--- src/rtl/cne_pkg.sv ---
// ----------------------------------------------------------------------------
// cne_pkg
// Types and constants shared by the cell neighbour enumerator modules.
// ----------------------------------------------------------------------------
package cne_pkg;

   localparam int IDX_W      = 24;
   localparam int SIDE_W     = 9;
   localparam int DIMS_W     = 2;
   localparam int SLOT_W     = 5;
   localparam int COORD_W    = 8;
   localparam int W2_W       = 2 * SIDE_W - 1;
   localparam int AXES       = 3;
   localparam int DIGIT_W    = 2;
   localparam int SUM_W      = IDX_W + 2;

   localparam logic [SIDE_W-1:0] MAX_SIDE = SIDE_W'(256);
   localparam logic [DIMS_W-1:0] MAX_DIMS = DIMS_W'(3);

   localparam logic [SIDE_W-1:0] SIDE_RESET = SIDE_W'(16);
   localparam logic [DIMS_W-1:0] DIMS_RESET = DIMS_W'(3);

   // radix-8 restoring divider: three quotient bits per cycle
   localparam int STEP_BITS  = 3;
   localparam int DIV_CYCLES = IDX_W / STEP_BITS;
   localparam int DIV_CNT_W  = $clog2(DIV_CYCLES);

   localparam int QUEUE_DEPTH = 2;

   localparam int CSR_IDX_W  = 2;
   localparam int CSR_DATA_W = SIDE_W;
   localparam logic [CSR_IDX_W-1:0] REG_CELLS_PER_SIDE = CSR_IDX_W'(0);
   localparam logic [CSR_IDX_W-1:0] REG_NUM_DIMS       = CSR_IDX_W'(1);

   // base-3 slot digit codes: offset minus one, none, plus one
   localparam logic [DIGIT_W-1:0] DIG_MINUS = DIGIT_W'(0);
   localparam logic [DIGIT_W-1:0] DIG_ZERO  = DIGIT_W'(1);
   localparam logic [DIGIT_W-1:0] DIG_PLUS  = DIGIT_W'(2);

   typedef enum logic [1:0] {
      F_IDLE,
      F_DIV,
      F_HORN,
      F_PUSH
   } front_state_type;

   typedef struct packed {
      logic [IDX_W-1:0]              base;
      logic [AXES-1:0][COORD_W-1:0]  coord;
      logic [SIDE_W-1:0]             side;
      logic [W2_W-1:0]               w2;
      logic [DIMS_W-1:0]             dims;
   } desc_type;

   typedef struct packed {
      logic     valid;
      desc_type desc;
   } push_type;

   typedef struct packed {
      logic     empty;
      desc_type desc;
   } head_type;

endpackage

--- src/rtl/cne_front.sv ---
// ----------------------------------------------------------------------------
// cne_front
// Takes a cell index, splits it into per-axis coordinates with a radix-8
// divider, rebuilds the in-grid base index and pushes a descriptor.
// ----------------------------------------------------------------------------
module cne_front (
   input  logic                         clock,
   input  logic                         reset,
   input  logic                         start,
   output logic                         busy,
   input  logic [cne_pkg::IDX_W-1:0]    cell_index,
   input  logic [cne_pkg::SIDE_W-1:0]   cells_per_side,
   input  logic [cne_pkg::DIMS_W-1:0]   num_dims,
   input  logic                         queue_full,
   output cne_pkg::push_type            push_out
);

   cne_pkg::front_state_type state_ff, state_in;

   logic [cne_pkg::IDX_W-1:0]     quo_ff, quo_in;
   logic [cne_pkg::SIDE_W-1:0]    rem_ff, rem_in;
   logic [cne_pkg::DIV_CNT_W-1:0] cnt_ff, cnt_in;
   logic [cne_pkg::DIMS_W-1:0]    axis_ff, axis_in;
   logic [cne_pkg::AXES-1:0][cne_pkg::COORD_W-1:0] coord_ff, coord_in;
   logic [cne_pkg::IDX_W-1:0]     acc_ff, acc_in;
   logic [cne_pkg::SIDE_W-1:0]    side_ff, side_in;
   logic [cne_pkg::W2_W-1:0]      w2_ff, w2_in;
   logic [cne_pkg::DIMS_W-1:0]    dims_ff, dims_in;

   logic [cne_pkg::SIDE_W-1:0]    side_eff;
   logic [cne_pkg::DIMS_W-1:0]    dims_eff;
   logic [cne_pkg::SIDE_W:0]      r_next;
   logic [cne_pkg::IDX_W-1:0]     q_next;
   logic [2*cne_pkg::COORD_W+cne_pkg::SIDE_W-1:0] horn_prod;
   logic                          accept;
   logic                          div_last;
   logic                          axis_last;

   always_comb begin
      if (cells_per_side == '0) begin
         side_eff = cne_pkg::SIDE_W'(1);
      end else if (cells_per_side > cne_pkg::MAX_SIDE) begin
         side_eff = cne_pkg::MAX_SIDE;
      end else begin
         side_eff = cells_per_side;
      end
      if (num_dims == '0) begin
         dims_eff = cne_pkg::DIMS_W'(1);
      end else if (num_dims > cne_pkg::MAX_DIMS) begin
         dims_eff = cne_pkg::MAX_DIMS;
      end else begin
         dims_eff = num_dims;
      end
   end

   // three restoring divide steps; the quotient shifts in behind the dividend
   always_comb begin
      r_next = {1'b0, rem_ff};
      q_next = quo_ff;
      for (int k = 0; k < cne_pkg::STEP_BITS; k++) begin
         r_next = {r_next[cne_pkg::SIDE_W-1:0], q_next[cne_pkg::IDX_W-1]};
         q_next = {q_next[cne_pkg::IDX_W-2:0], 1'b0};
         if (r_next >= {1'b0, side_ff}) begin
            r_next    = r_next - {1'b0, side_ff};
            q_next[0] = 1'b1;
         end
      end
   end

   assign horn_prod = acc_ff[2*cne_pkg::COORD_W-1:0] * side_ff;
   assign div_last  = (cnt_ff == cne_pkg::DIV_CNT_W'(cne_pkg::DIV_CYCLES - 1));
   assign axis_last = (axis_ff == cne_pkg::DIMS_W'(dims_ff - cne_pkg::DIMS_W'(1)));

   always_comb begin
      state_in = state_ff;
      quo_in   = quo_ff;
      rem_in   = rem_ff;
      cnt_in   = cnt_ff;
      axis_in  = axis_ff;
      coord_in = coord_ff;
      acc_in   = acc_ff;
      side_in  = side_ff;
      w2_in    = w2_ff;
      dims_in  = dims_ff;

      busy = !((state_ff == cne_pkg::F_IDLE) ||
               ((state_ff == cne_pkg::F_PUSH) && !queue_full));
      accept = start && !busy;

      push_out.valid      = (state_ff == cne_pkg::F_PUSH) && !queue_full;
      push_out.desc.base  = acc_ff;
      push_out.desc.coord = coord_ff;
      push_out.desc.side  = side_ff;
      push_out.desc.w2    = w2_ff;
      push_out.desc.dims  = dims_ff;

      unique case (state_ff)
         cne_pkg::F_IDLE: begin
         end
         cne_pkg::F_DIV: begin
            quo_in = q_next;
            rem_in = r_next[cne_pkg::SIDE_W-1:0];
            cnt_in = cnt_ff + cne_pkg::DIV_CNT_W'(1);
            if (div_last) begin
               coord_in[axis_ff] = r_next[cne_pkg::COORD_W-1:0];
               rem_in = '0;
               cnt_in = '0;
               if (axis_last) begin
                  acc_in = cne_pkg::IDX_W'(r_next[cne_pkg::COORD_W-1:0]);
                  if (axis_ff == '0) begin
                     state_in = cne_pkg::F_PUSH;
                  end else begin
                     axis_in  = axis_ff - cne_pkg::DIMS_W'(1);
                     state_in = cne_pkg::F_HORN;
                  end
               end else begin
                  axis_in = axis_ff + cne_pkg::DIMS_W'(1);
               end
            end
         end
         cne_pkg::F_HORN: begin
            acc_in = cne_pkg::IDX_W'(horn_prod) +
                     cne_pkg::IDX_W'(coord_ff[axis_ff]);
            if (axis_ff == '0) begin
               state_in = cne_pkg::F_PUSH;
            end else begin
               axis_in = axis_ff - cne_pkg::DIMS_W'(1);
            end
         end
         cne_pkg::F_PUSH: begin
            if (!queue_full) begin
               state_in = cne_pkg::F_IDLE;
            end
         end
         default: begin
            state_in = cne_pkg::F_IDLE;
         end
      endcase

      if (accept) begin
         state_in = cne_pkg::F_DIV;
         quo_in   = cell_index;
         rem_in   = '0;
         cnt_in   = '0;
         axis_in  = '0;
         side_in  = side_eff;
         dims_in  = dims_eff;
         w2_in    = cne_pkg::W2_W'(side_eff * side_eff);
      end
   end

   always_ff @(posedge clock) begin
      if (reset) begin
         state_ff <= cne_pkg::F_IDLE;
      end else begin
         state_ff <= state_in;
      end
   end

   always_ff @(posedge clock) begin
      quo_ff   <= quo_in;
      rem_ff   <= rem_in;
      cnt_ff   <= cnt_in;
      axis_ff  <= axis_in;
      coord_ff <= coord_in;
      acc_ff   <= acc_in;
      side_ff  <= side_in;
      w2_ff    <= w2_in;
      dims_ff  <= dims_in;
   end

endmodule

--- src/rtl/cne_queue.sv ---
// ----------------------------------------------------------------------------
// cne_queue
// Short descriptor queue between the front and the back.
// ----------------------------------------------------------------------------
module cne_queue (
   input  logic              clock,
   input  logic              reset,
   input  cne_pkg::push_type push_in,
   output logic              full,
   input  logic              pop,
   output cne_pkg::head_type head
);

   localparam int PTR_W = (cne_pkg::QUEUE_DEPTH > 1) ? $clog2(cne_pkg::QUEUE_DEPTH) : 1;
   localparam int CNT_W = $clog2(cne_pkg::QUEUE_DEPTH + 1);

   cne_pkg::desc_type entry_ff [cne_pkg::QUEUE_DEPTH];

   logic [PTR_W-1:0] wr_ptr_ff, wr_ptr_in;
   logic [PTR_W-1:0] rd_ptr_ff, rd_ptr_in;
   logic [CNT_W-1:0] count_ff, count_in;
   logic             do_pop;

   assign full       = (count_ff == CNT_W'(cne_pkg::QUEUE_DEPTH));
   assign head.empty = (count_ff == '0);
   assign head.desc  = entry_ff[rd_ptr_ff];
   assign do_pop     = pop && !head.empty;

   always_comb begin
      wr_ptr_in = wr_ptr_ff;
      rd_ptr_in = rd_ptr_ff;
      count_in  = count_ff;
      if (push_in.valid) begin
         wr_ptr_in = (wr_ptr_ff == PTR_W'(cne_pkg::QUEUE_DEPTH - 1)) ? '0
                   : wr_ptr_ff + PTR_W'(1);
      end
      if (do_pop) begin
         rd_ptr_in = (rd_ptr_ff == PTR_W'(cne_pkg::QUEUE_DEPTH - 1)) ? '0
                   : rd_ptr_ff + PTR_W'(1);
      end
      if (push_in.valid && !do_pop) begin
         count_in = count_ff + CNT_W'(1);
      end else if (do_pop && !push_in.valid) begin
         count_in = count_ff - CNT_W'(1);
      end
   end

   always_ff @(posedge clock) begin
      if (reset) begin
         wr_ptr_ff <= '0;
         rd_ptr_ff <= '0;
         count_ff  <= '0;
      end else begin
         wr_ptr_ff <= wr_ptr_in;
         rd_ptr_ff <= rd_ptr_in;
         count_ff  <= count_in;
      end
   end

   always_ff @(posedge clock) begin
      if (push_in.valid) begin
         entry_ff[wr_ptr_ff] <= push_in.desc;
      end
   end

endmodule

--- src/rtl/cne_back.sv ---
// ----------------------------------------------------------------------------
// cne_back
// Walks the 3^dims neighbourhood of one descriptor, one slot per cycle,
// and registers each result.
// ----------------------------------------------------------------------------
module cne_back (
   input  logic                        clock,
   input  logic                        reset,
   input  cne_pkg::head_type           head,
   output logic                        pop,
   output logic                        rsp_strobe,
   output logic [cne_pkg::SLOT_W-1:0]  rsp_slot,
   output logic                        rsp_neighbor_valid,
   output logic [cne_pkg::IDX_W-1:0]   rsp_neighbor_index,
   output logic                        rsp_last
);

   logic                                         active_ff, active_in;
   cne_pkg::desc_type                            cur_ff, cur_in;
   logic [cne_pkg::AXES-1:0][cne_pkg::DIGIT_W-1:0] dig_ff, dig_in;
   logic [cne_pkg::SLOT_W-1:0]                   slot_ff, slot_in;

   logic                         strobe_ff;
   logic [cne_pkg::SLOT_W-1:0]   slot_out_ff;
   logic                         valid_out_ff;
   logic [cne_pkg::IDX_W-1:0]    index_out_ff;
   logic                         last_out_ff;

   logic [cne_pkg::AXES-1:0][cne_pkg::W2_W-1:0] wt;
   logic signed [cne_pkg::SUM_W-1:0] idx_sum;
   logic                             ok;
   logic                             last_now;
   logic                             used;
   logic                             carry;

   always_comb begin
      wt[0] = cne_pkg::W2_W'(1);
      wt[1] = cne_pkg::W2_W'(cur_ff.side);
      wt[2] = cur_ff.w2;

      ok       = 1'b1;
      last_now = 1'b1;
      idx_sum  = cne_pkg::SUM_W'(cur_ff.base);
      for (int d = 0; d < cne_pkg::AXES; d++) begin
         used = (cne_pkg::DIMS_W'(d) < cur_ff.dims);
         if (used) begin
            if (dig_ff[d] != cne_pkg::DIG_PLUS) begin
               last_now = 1'b0;
            end
            case (dig_ff[d])
               cne_pkg::DIG_MINUS: begin
                  if (cur_ff.coord[d] == '0) begin
                     ok = 1'b0;
                  end
                  idx_sum = idx_sum - cne_pkg::SUM_W'(wt[d]);
               end
               cne_pkg::DIG_PLUS: begin
                  if ((cne_pkg::SIDE_W'(cur_ff.coord[d]) + cne_pkg::SIDE_W'(1))
                      >= cur_ff.side) begin
                     ok = 1'b0;
                  end
                  idx_sum = idx_sum + cne_pkg::SUM_W'(wt[d]);
               end
               default: begin
               end
            endcase
         end
      end
   end

   assign pop = !head.empty && (!active_ff || last_now);

   always_comb begin
      active_in = active_ff;
      cur_in    = cur_ff;
      slot_in   = slot_ff + cne_pkg::SLOT_W'(1);
      dig_in    = dig_ff;

      // base-3 increment of the slot digits
      carry = 1'b1;
      for (int d = 0; d < cne_pkg::AXES; d++) begin
         if (carry) begin
            if (dig_ff[d] == cne_pkg::DIG_PLUS) begin
               dig_in[d] = cne_pkg::DIG_MINUS;
            end else begin
               dig_in[d] = dig_ff[d] + cne_pkg::DIGIT_W'(1);
               carry     = 1'b0;
            end
         end
      end

      if (active_ff && last_now) begin
         active_in = 1'b0;
      end
      if (pop) begin
         active_in = 1'b1;
         cur_in    = head.desc;
         slot_in   = '0;
         dig_in    = '0;
      end
   end

   always_ff @(posedge clock) begin
      if (reset) begin
         active_ff <= 1'b0;
         strobe_ff <= 1'b0;
      end else begin
         active_ff <= active_in;
         strobe_ff <= active_ff;
      end
   end

   always_ff @(posedge clock) begin
      cur_ff       <= cur_in;
      dig_ff       <= dig_in;
      slot_ff      <= slot_in;
      slot_out_ff  <= slot_ff;
      valid_out_ff <= ok;
      index_out_ff <= ok ? idx_sum[cne_pkg::IDX_W-1:0] : '0;
      last_out_ff  <= last_now;
   end

   assign rsp_strobe         = strobe_ff;
   assign rsp_slot           = slot_out_ff;
   assign rsp_neighbor_valid = valid_out_ff;
   assign rsp_neighbor_index = index_out_ff;
   assign rsp_last           = last_out_ff;

endmodule

--- src/rtl/cell_neighbor_enumerator_top.sv ---
// Results: one result per cycle for the 3^dims slots of each cell, once the
//   back has taken its descriptor from the queue.
// Throughput: the front is paced by its radix-8 divider and stays busy until
//   it can push the descriptor of the current cell to the queue.
// Results come as strobed one-cycle beats; the receiver cannot stall.
// Reset (synchronous, active high) empties the queue and restores 16 x 3.
// ----------------------------------------------------------------------------
// cell_neighbor_enumerator_top
// Enumerates the neighbour cells of a grid cell in slot order.
// ----------------------------------------------------------------------------
module cell_neighbor_enumerator_top (
   input  logic                            clock,
   input  logic                            reset,
   input  logic                            start,
   output logic                            busy,
   input  logic [cne_pkg::IDX_W-1:0]       req_cell_index,
   output logic                            rsp_strobe,
   output logic [cne_pkg::SLOT_W-1:0]      rsp_slot,
   output logic                            rsp_neighbor_valid,
   output logic [cne_pkg::IDX_W-1:0]       rsp_neighbor_index,
   output logic                            rsp_last,
   input  logic                            csr_valid,
   output logic                            csr_ready,
   input  logic [cne_pkg::CSR_IDX_W-1:0]   csr_index,
   input  logic [cne_pkg::CSR_DATA_W-1:0]  csr_wdata
);

   logic [cne_pkg::SIDE_W-1:0] cells_per_side_ff, cells_per_side_in;
   logic [cne_pkg::DIMS_W-1:0] num_dims_ff, num_dims_in;

   cne_pkg::push_type push;
   cne_pkg::head_type head;
   logic              queue_full;
   logic              pop;

   assign csr_ready = 1'b1;

   always_comb begin
      cells_per_side_in = cells_per_side_ff;
      num_dims_in       = num_dims_ff;
      if (csr_valid && csr_ready) begin
         unique case (csr_index)
            cne_pkg::REG_CELLS_PER_SIDE: begin
               cells_per_side_in = csr_wdata[cne_pkg::SIDE_W-1:0];
            end
            cne_pkg::REG_NUM_DIMS: begin
               num_dims_in = csr_wdata[cne_pkg::DIMS_W-1:0];
            end
            default: begin
            end
         endcase
      end
   end

   always_ff @(posedge clock) begin
      if (reset) begin
         cells_per_side_ff <= cne_pkg::SIDE_RESET;
         num_dims_ff       <= cne_pkg::DIMS_RESET;
      end else begin
         cells_per_side_ff <= cells_per_side_in;
         num_dims_ff       <= num_dims_in;
      end
   end

   cne_front u_front (
      .clock          (clock),
      .reset          (reset),
      .start          (start),
      .busy           (busy),
      .cell_index     (req_cell_index),
      .cells_per_side (cells_per_side_ff),
      .num_dims       (num_dims_ff),
      .queue_full     (queue_full),
      .push_out       (push)
   );

   cne_queue u_queue (
      .clock   (clock),
      .reset   (reset),
      .push_in (push),
      .full    (queue_full),
      .pop     (pop),
      .head    (head)
   );

   cne_back u_back (
      .clock              (clock),
      .reset              (reset),
      .head               (head),
      .pop                (pop),
      .rsp_strobe         (rsp_strobe),
      .rsp_slot           (rsp_slot),
      .rsp_neighbor_valid (rsp_neighbor_valid),
      .rsp_neighbor_index (rsp_neighbor_index),
      .rsp_last           (rsp_last)
   );

endmodule

--- config.mk ---
export PLATFORM = sky130hd
export DESIGN_NAME = cell_neighbor_enumerator_top
export DESIGN_NICKNAME = d
export VERILOG_FILES = /design/src/rtl/cne_pkg.sv /design/src/rtl/cne_front.sv /design/src/rtl/cne_queue.sv /design/src/rtl/cne_back.sv /design/src/rtl/cell_neighbor_enumerator_top.sv
export SDC_FILE = /design/constraint.sdc
export NUM_CORES = 1
export LEC_CHECK = 0
export BUFFER_PORTS_ARGS = -buffer_cell sky130_fd_sc_hd__buf_2
export CELL_PAD_IN_SITES_DETAIL_PLACEMENT = 1
export CELL_PAD_IN_SITES_GLOBAL_PLACEMENT = 1
export CORE_MARGIN = 8
export CORE_UTILIZATION = 45
export DETAILED_ROUTE_END_ITERATION = 8
export HOLD_SLACK_MARGIN = 0.02
export PLACE_DENSITY_LB_ADDON = 0.12
export SYNTH_ARGS = -nofsm -noshare
export SYNTH_HDL_FRONTEND = slang
export SYNTH_SLANG_ARGS = --single-unit
export TNS_END_PERCENT = 5
--- constraint.sdc ---
create_clock -name clock -period 6.8 [get_ports clock]
set_input_delay 1.02 -clock clock [delete_from_list [all_inputs] [get_ports clock]]
set_output_delay 1.02 -clock clock [all_outputs]
set_load 0.02 [all_outputs]
# Word level (Yosys, flattened, before mapping)
# Memory sizes are Yosys's and may differ from the RTL's. A register that Yosys moved wholly into a read port is not among the register bits.
# Cells that the tools add are included.
# word_totals
regBits	175
ram_bits	152
input_bits	39
out_inout_bits	34
elab_cells	204
memories	1
# mem_list
memory	words	word_bits	rd	rd_ports_with_merged_regs	write_ports	line	source
u_queue.entry_ff	2	76	1	1	1	cne_queue.sv:17	cne_pkg::desc_type entry_ff [cne_pkg::QUEUE_DEPTH];
# op_classes
add_sub_neg	25
multipliers	2
order_cmp	13
n_eq_ne	21
n_mux	69
n_reduce_logical	44
# ops
cell	n
$pmux 24 s2	4
$mux 24	7
$mux 9	6
$ge 10x9->1	3
$mux 1	29
$add 8x1->9 const B	3
$ge 9x9->1	3
$sub 9x9->9	3
$add 24x1->24 const B	1
$add 24x17->24	1
$add 24x8->24	1
$add 24x9->24	1
$bwmux 24	1
$logic_not 8->1	3
$mul 16x9->24	1
$mux 2	12
$sub 24x1->24 const B	1
$sub 24x17->24	1
$sub 24x9->24	1
$mul 9x9->17	1
$bmux 8 s2	1
$demux 8 s2	1
$logic_not 2->1	8
$mux 8	2
other kinds (34)	79

# Depth between registers and ports, before layout
# Gate-level depths: netlist (run 1).
# logic_depth
word_depth	13
mapped_depth	34
depth_no_buf	33

# Cells and area by module
# From an unflattened synthesis (run 1), not the netlist that was laid out.
# hier_totals
cells_unflattened	2700
hier_area_um2	28294.6
# modules_own_cells
mod	n_inst	cells_each	area_each_um2	seq_area_each_um2
cne_front	1	1339	12630.9	3263.1
cne_back	1	1052	9462.8	3163.0
cne_queue	1	258	5696.7	4664.5
cell_neighbor_enumerator_top	1	51	504.2	220.2

# Worst setup path before layout (run 1)
# OpenSTA, ideal clock, no wires.
# synth_timing
path_type	register to register
start	register u_front.side_ff[1] (netlist name)
end	register u_front.acc_ff[5] (netlist name) (data pin)
setup_time_ns	0.256
arrival_ns	7.056
required_time_ns	6.544
path_slack_ns	-0.512
path_stages_with_launch	33
n_path_buf	5
synth_period_minus_slack_ns	7.312
cell_sequence	edfxtp_1 > clkbuf_1 > clkbuf_1 > inv_1 > fa_1 > a21o_1 > a21oi_1 > o21bai_1 > a21oi_1 > o21a_1 > o21bai_1 > buf_2 > mux2_2 > ha_1 > a21o_1 > a21oi_1 > nor2_1 > nor2_1 > nand2_1 > o21ai_0 > o311a_1 > clkbuf_1 > mux2_2 > ha_1 > nor2b_1 > o21ai_0 > nand2b_1 > a221oi_1 > o21ai_0 > a21o_1 > clkbuf_1 > or3_1 > a31o_2
# synth_via
elab_chain_cells	9
elab_cells_between_ends	14
cone_classes	4 x add/sub; 1 x mul; 3 x order compare; 6 x mux
# synth_rtl
item	line	source
from (decl)	cne_front.sv:26	logic [cne_pkg::SIDE_W-1:0] side_ff, side_in;
from (signal assigned)	cne_front.sv:167	side_ff <= side_in;
branches (longest 8 deep; another with $mul 16x9->24)	-	
$pmux 24 s2 (*)	cne_front.sv:97	unique case (state_ff)
named net u_front.acc_in (one bit)	cne_front.sv:25	logic [cne_pkg::IDX_W-1:0] acc_ff, acc_in;
to (signal assigned)	cne_front.sv:166	acc_ff <= acc_in;
to (decl)	cne_front.sv:25	
# Mark *: on every way through the listed nets, which the timed path passes. The select of a mux whose other input is x is not followed.
# A chain may end at the register's enable or synchronous reset.

# Final worst setup path (run 1)
# layout_timing
start	register u_front.quo_ff[23] (netlist name)
end	register u_front.acc_ff[4] (netlist name) (data pin)
# layout_via
elab_chain_cells	9
elab_cells_between_ends	12
cone_classes	3 x add/sub; 3 x order compare; 6 x mux
# layout_rtl
item	line	source
from (decl)	cne_front.sv:20	logic [cne_pkg::IDX_W-1:0] quo_ff, quo_in;
from (signal assigned)	cne_front.sv:161	quo_ff <= quo_in;
$sub 9x9->9 / $ge 10x9->1 (equally long branches)	cne_front.sv:64, cne_front.sv:63	
$mux 9 (*)	cne_front.sv:63	if (r_next >= {1'b0, side_ff}) begin
$sub 9x9->9 / $ge 10x9->1 (equally long branches)	cne_front.sv:64, cne_front.sv:63	
$mux 9 (*)	cne_front.sv:63	
$sub 9x9->9 / $ge 10x9->1 (equally long branches)	cne_front.sv:64, cne_front.sv:63	
$mux 9 (*)	cne_front.sv:63	
$mux 24 (*)	cne_front.sv:108	if (axis_last) begin
$mux 24 (*)	cne_front.sv:104	if (div_last) begin
$pmux 24 s2 (*)	cne_front.sv:97	
named net u_front.acc_in (one bit)	cne_front.sv:25	
# The timed path passes the listed nets; every way through them passes the cells marked *. The select of a mux whose other input is x is not followed.

==> results.json, run 1 <==
{
  "hold-worst-slack_ps": 375,
  "die-width_um": 263,
  "ratio_of_cells_with_drive_above_1_in_the_final_layout_pct": 13.0,
  "floorplan.initialDensity_pct": 45.5,
  "gpl.final_weighted_congestion": 0.928,
  "placed_cell_area_um2": 29100,
  "finalMaxSlewViolations": 0,
  "route.detailed.wl_per_inst_um": 21.7,
  "cp.arrival_ps": 6790,
  "critPathTopFamily": "compound AO/OA/AOI/OAI gates",
  "core_area_um2": 60400,
  "synth-warning-count": 0,
  "via_count_of_the_first_global_routing_pass": 21500,
  "crit_type": "reg2reg",
  "globalRouteOverflowTotal": 0,
  "fill_cells": 6558,
  "syn2layout_area_growth_pct": 11.9,
  "slew-limit-headroom_pct": 22.9,
  "clock-sinks": 395,
  "timing.hold.worst.class": "reg2reg",
  "critical_path.n_buffers_inverters": 4,
  "cts.path.max_buffers": 3,
  "clock_insertion_delay_worst_skew_ps": 590,
  "die-area_um2": 69200,
  "viasPerCell": 5.54,
  "detailedRoute.firstPassIterationCount": 5,
  "maxCapViolations": 0,
  "syn-mean-instance-area_um2": 10.6,
  "fin_crit_ps": 6460,
  "worstSetupStartpointType": "register",
  "final.setup_skew_ps": 29.7,
  "synth_async_sr_flop_share_pct": 0,
  "crit_share_post_route_pct": 95.0,
  "clock_tree_from_tritoncts": "yes",
  "synth_seq_area_share_pct": 40.5,
  "port-buffer-count": 71,
  "grt_usage_pct": 22.0,
  "postLayoutCellArea_um2": 30700,
  "slowest_delay_ps": 390,
  "layout.nets": 3144,
  "grt_antenna_before_repair": 0,
  "yosys.cell_types.count": 66,
  "drtAntennaViolNets": 0,
  "clock_tree_root": "clkbuf_16",
  "io_pins": 73,
  "clock.fmax_ghz": 0.155,
  "num_rows": 90,
  "worst-endpoint-required_ps": 7130,
  "die_height_um": 263,
  "outcome": "complete, no violations",
  "synth_enable_flop_cells": 320,
  "setup-violations-final": 0,
  "first_pass_grt_wire_length_um": 122000,
  "postSynthRegisterBits": 395,
  "cts.htree.levels": 2,
  "clk_pin_slew_worst_paths_ps": 60,
  "yosys_most_used_dff": "edfxtp_1",
  "detail_route.iter0.violations": 895,
  "synthesis.area_um2": 27500,
  "drc_violation_count_after_routing": 0,
  "ctsHoldBuffers": 0,
  "cts_inserted_buffers": 46,
  "grt_start_max_net_pins": 71,
  "fin_tns_setup_ps": 0,
  "synthesis.instances": 2592,
  "tightest_slew_ps": 1140,
  "dr_total_vias": 19600,
  "timing.critical_path.slowest_stage_cell": "fa_1",
  "setup.reg_to_reg.worst_slack_ps": 340,
  "routed_wirelength_um": 76800,
  "post-dp-hpwl_um": 59200,
  "worst-path-max-fanout": 6,
  "finalHoldViolCount": 0,
  "endpoint_kind": "register",
  "diodes": 0,
  "finish.utilization_pct": 50.9
}
## synthesized netlist by cell type (18+ instances only)
cell type  instances  area share (%)
xor2_1            58             1.8
nand4_1           23            0.52
ha_1             247              11
a211oi_1          25            0.68
and3_1            18            0.41
dfxtp_1           75             5.5
edfxtp_1         320              35
a21oi_1          116             2.1
nand3_1           34            0.62
nor3_1            34            0.62
inv_1            231             3.2
nor2_1           182             2.5
xnor2_1           91             2.9
nor2b_1           35            0.80
nand2b_1          23            0.52
clkbuf_1          74             1.0
nand2_1          272             3.7
and2_1           105             2.4
mux2_2            95             3.9
mux2i_1           30             1.1
fa_1             142              10
a21o_1            62             1.7
o21ai_0           94             1.7
## sequential cells by signal, summed over array words and instances (netlist names), 2 cells and up
register	cells
u_front.axis_ff	2
u_front.state_ff	2
u_front.quo_ff	24
u_back.cur_ff	74
u_back.slot_ff	5
u_back.rsp_slot	5
cells_per_side_ff	9
u_front.side_ff	8
u_back.dig_ff	6
u_front.dims_ff	2
u_queue.entry_ff	148
u_front.push_out	24
num_dims_ff	2
u_queue.count_ff	2
u_front.acc_ff	24
u_front.rem_ff	9
u_back.rsp_neighbor_index	24
u_front.w2_ff	16
u_front.cnt_ff	3
## metal layers
layer	GRT usage [%]	share of wire (%)	wire length, um
met1	27.6	44	33500
met2	39.1	50	38300
met3	2.50	3.1	2410
met4	7.46	3.4	2640
met5	0	0	0
## layout by cell type, fill, tap and decap left out, types with 12 or more instances in the layout
master,Yosys,final
nand4_1,23,23
a21oi_1,116,111
nor2b_1,35,33
mux2i_1,30,29
xor2_1,58,58
o21ai_0,94,82
o31ai_1,15,13
buf_4,1,79
nand3_1,34,34
clkbuf_16,0,47
xnor2_1,91,90
a21o_1,62,62
o21bai_1,16,15
nor2_1,182,181
ha_1,247,244
mux2_2,95,95
buf_2,1,71
and3_1,18,18
dfxtp_1,75,74
or3_1,17,17
nor3_1,34,34
and2_1,105,104
nand2_1,272,272
a211oi_1,25,22
inv_1,231,229
nand2b_1,23,23
o21a_1,14,14
fa_1,142,142
edfxtp_1,320,320
a31oi_1,13,12
## per-stage QoR
| step | instances | setup WS, ps |
|---|---|---|
| 2_1_floorplan | 2601 | 0.970 |
| 3_3_place_gp | 3437 | 44.4 |
| 3_5_place_dp | 3437 | -84.3 |
| 4_1_cts | 3523 | 27.5 |
| 5_1_grt | 3533 | -11.5 |
| 6_report | 3533 | 341 |
## repair_timing
action,4_1_cts,5_1_grt
gates cloned,0,1
gates resized for setup,0,33
endpoints found under the hold margin,0,0
setup endpoints to repair,18,53
buffers inserted,3,9
pin swaps,1,6
## cell families after synthesis
logic type,Yosys count,synth area share (%)
other,2,0.0273
multiplexers,125,4.99
buffers and inverters,315,4.32
AND/OR/NAND/NOR,780,13.5
adder cells (fa/ha/maj),389,21.6
flip-flops,395,40.5
AO/OA/AOI/OAI,436,10.3
XOR/XNOR,150,4.83
## worst paths after layout
path / to / startpoint / depth (start not counted)
setup / recovery: u_front.acc_ff[4]$_DFFE_PP_ / u_front.quo_ff[23]$_DFFE_PP_ / 29
hold / removal: u_back.rsp_slot[4]$_DFF_P_ / u_back.slot_ff[4]$_SDFF_PP0_ / 0
setup reg to reg: u_front.acc_ff[4]$_DFFE_PP_ / u_front.quo_ff[23]$_DFFE_PP_ / 29
hold reg to reg: u_back.rsp_slot[4]$_DFF_P_ / u_back.slot_ff[4]$_SDFF_PP0_ / 0
## worst reg2reg max path, delay by kind of cell, from the launching register on
family | cells | cell delay, ps
buffers and inverters | 4 | 450
multiplexers | 2 | 690
adder cells (fa/ha/maj) | 4 | 1260
flip-flops | 1 | 370
AND/OR/NAND/NOR | 4 | 620
AO/OA/AOI/OAI | 15 | 2840
## final cells by class
class	count	area, um^2	area share (%)
Inverter	231	867	2.82
Tap cell	782	978	3.18
Clock buffer	54	1200	3.91
Multi-Input combinational cell	1892	15400	50.0
Timing Repair Buffer	150	948	3.09
Clock inverter	29	262	0.851
Sequential cell	395	11100	36.2
Power of run 1 is not shown: default switching activity piles up to over one toggle a cycle in this logic, so the estimate is an artifact.
==> run 2, diff against run 1 <==
--- a/config.mk
+++ b/config.mk
@@ -6,10 +6,8 @@
 export NUM_CORES = 1
 export LEC_CHECK = 0
 export BUFFER_PORTS_ARGS = -buffer_cell sky130_fd_sc_hd__buf_2
-export CELL_PAD_IN_SITES_DETAIL_PLACEMENT = 1
-export CELL_PAD_IN_SITES_GLOBAL_PLACEMENT = 1
 export CORE_MARGIN = 8
-export CORE_UTILIZATION = 45
+export CORE_UTILIZATION = 55
 export DETAILED_ROUTE_END_ITERATION = 8
 export HOLD_SLACK_MARGIN = 0.02
 export PLACE_DENSITY_LB_ADDON = 0.12
==> run 2 against run 1 <==
Global-route usage grew 1.2 points. Wire length decreased by 14%. Sequential share of layout area up 0.33 points. Flip-flop and latch count unchanged. Maximum frequency shrank 0.30%. Die area is 17% lower. Critical path depth fell by 1. Critical path type unchanged. Highest routed layer unchanged.
==> results.json, run 2 (synthesis results as in run 1) <==
{
  "outcome": "complete, no violations",
  "flip_flop_count_of_the_largest_register_all_copies_and_words_added": 148,
  "leading_registers_by_flop_count": "u_queue.entry_ff x148, u_back.cur_ff x74",
  "drtAntennaViolNets": 0,
  "cts.path.max_buffers": 3,
  "timing.hold.worst.class": "reg2reg",
  "detailedRoute.firstPassIterationCount": 5,
  "grt_usage_pct": 23.1,
  "dr_total_vias": 19200,
  "cts_inserted_buffers": 44,
  "final.setup_skew_ps": 17.2,
  "die-width_um": 239,
  "finalHoldViolCount": 0,
  "die-area_um2": 57300,
  "diodes": 0,
  "fin_tns_setup_ps": 0,
  "most-common-layout-cells": "320 x edfxtp_1, 272 x nand2_1, 244 x ha_1",
  "slew-limit-headroom_pct": 24.8,
  "gpl.final_weighted_congestion": 0.901,
  "clock_tree_root": "clkbuf_16",
  "worstSetupStartpointType": "register",
  "ratio_of_cells_with_drive_above_1_in_the_final_layout_pct": 12.7,
  "drc_violation_count_after_routing": 0,
  "post_layout_nonfiller_instances": 3415,
  "core_area_um2": 49800,
  "clock_insertion_delay_worst_skew_ps": 570,
  "via_count_of_the_first_global_routing_pass": 19500,
  "tightest_slew_ps": 1130,
  "crit_type": "reg2reg",
  "port-buffer-count": 71,
  "syn2layout_area_growth_pct": 10.9,
  "postLayoutCellArea_um2": 30500,
  "clk_pin_slew_worst_paths_ps": 60,
  "layout.nets": 3135,
  "detail_route.iter0.violations": 1163,
  "grt_start_max_net_pins": 62,
  "num_rows": 82,
  "routed_wirelength_um": 66300,
  "slowest_delay_ps": 410,
  "maxCapViolations": 0,
  "route.detailed.wl_per_inst_um": 19.4,
  "first_pass_grt_wire_length_um": 104000,
  "die_height_um": 239,
  "placed_cell_area_um2": 28900,
  "ctsHoldBuffers": 0,
  "fin_crit_ps": 6480,
  "cp.arrival_ps": 6800,
  "path_common_cell": "a21o_1",
  "cts.htree.levels": 2,
  "placed_cells": 3321,
  "viasPerCell": 5.62,
  "clock_tree_from_tritoncts": "yes",
  "floorplan.initialDensity_pct": 55.2,
  "hold-worst-slack_ps": 368,
  "worst-endpoint-required_ps": 7120,
  "setup-violations-final": 0,
  "registers.top_by_ff_count": "u_queue.entry_ff",
  "post-dp-hpwl_um": 51000,
  "clock.fmax_ghz": 0.154,
  "mostFrequentLayoutCell": "edfxtp_1",
  "timing.critical_path.slowest_stage_cell": "fa_1",
  "grt_antenna_before_repair": 0,
  "crit_share_post_route_pct": 95.3,
  "worst-path-max-fanout": 5,
  "globalRouteOverflowTotal": 0,
  "io_pins": 73,
  "finalMaxSlewViolations": 0,
  "clock-sinks": 395,
  "endpoint_kind": "register"
}
[run 2: worst max-delay path, delay by kind of cell, from the launching register on]
family	cells	cell delay, ps
flops	1	360
simple gates	4	620
compound gates	16	3160
fa+ha+maj	4	1260
buf+inv	2	150
mux	2	690
[run 2: per-stage QoR]
stage	util (%)	setup slack [ps]
2_1_floorplan	-	0.970
3_3_place_gp	58.1	74.2
3_5_place_dp	58.1	-62.1
4_1_cts	60.8	-2.67
5_1_grt	61.2	-57.8
6_report	61.2	322
[run 2: timing repair]
item	in CTS	in global routing
pin swaps	0	7
setup endpoints to repair	3	52
buffers inserted	0	11
gates cloned	0	1
resized for setup	3	26
[run 2: worst paths after layout]
path | from | end | slack, ps | cells after the start
worst max register to register | u_front.quo_ff[23]$_DFFE_PP_ | u_front.acc_ff[4]$_DFFE_PP_ | 320 | 28
worst max-delay path | u_front.quo_ff[23]$_DFFE_PP_ | u_front.acc_ff[4]$_DFFE_PP_ | 320 | 28
worst min register to register | u_back.slot_ff[4]$_SDFF_PP0_ | u_back.rsp_slot[4]$_DFF_P_ | 370 | 0
worst min-delay path | u_back.slot_ff[4]$_SDFF_PP0_ | u_back.rsp_slot[4]$_DFF_P_ | 370 | 0
[run 2: cell type report]
class / instances / area, um^2
tap: 672 / 841
sequential: 395 / 11100
clock buffer: 57 / 1180
fill: 4110 / 19300
multi-input combinational: 1892 / 15400
inverter: 231 / 867
timing repair buffer: 143 / 903
clock inverter: 25 / 184
[run 2: routing by layer]
layer  vias up  GRT usage (%)  wire (um)
met3       124           3.11       2850
met1      9338           30.0      29000
met5         -              0          0
met2       430           38.8      31500
met4         0           9.88       2920
li1       9286              -          -
Power of run 2 is left out for the same reason.
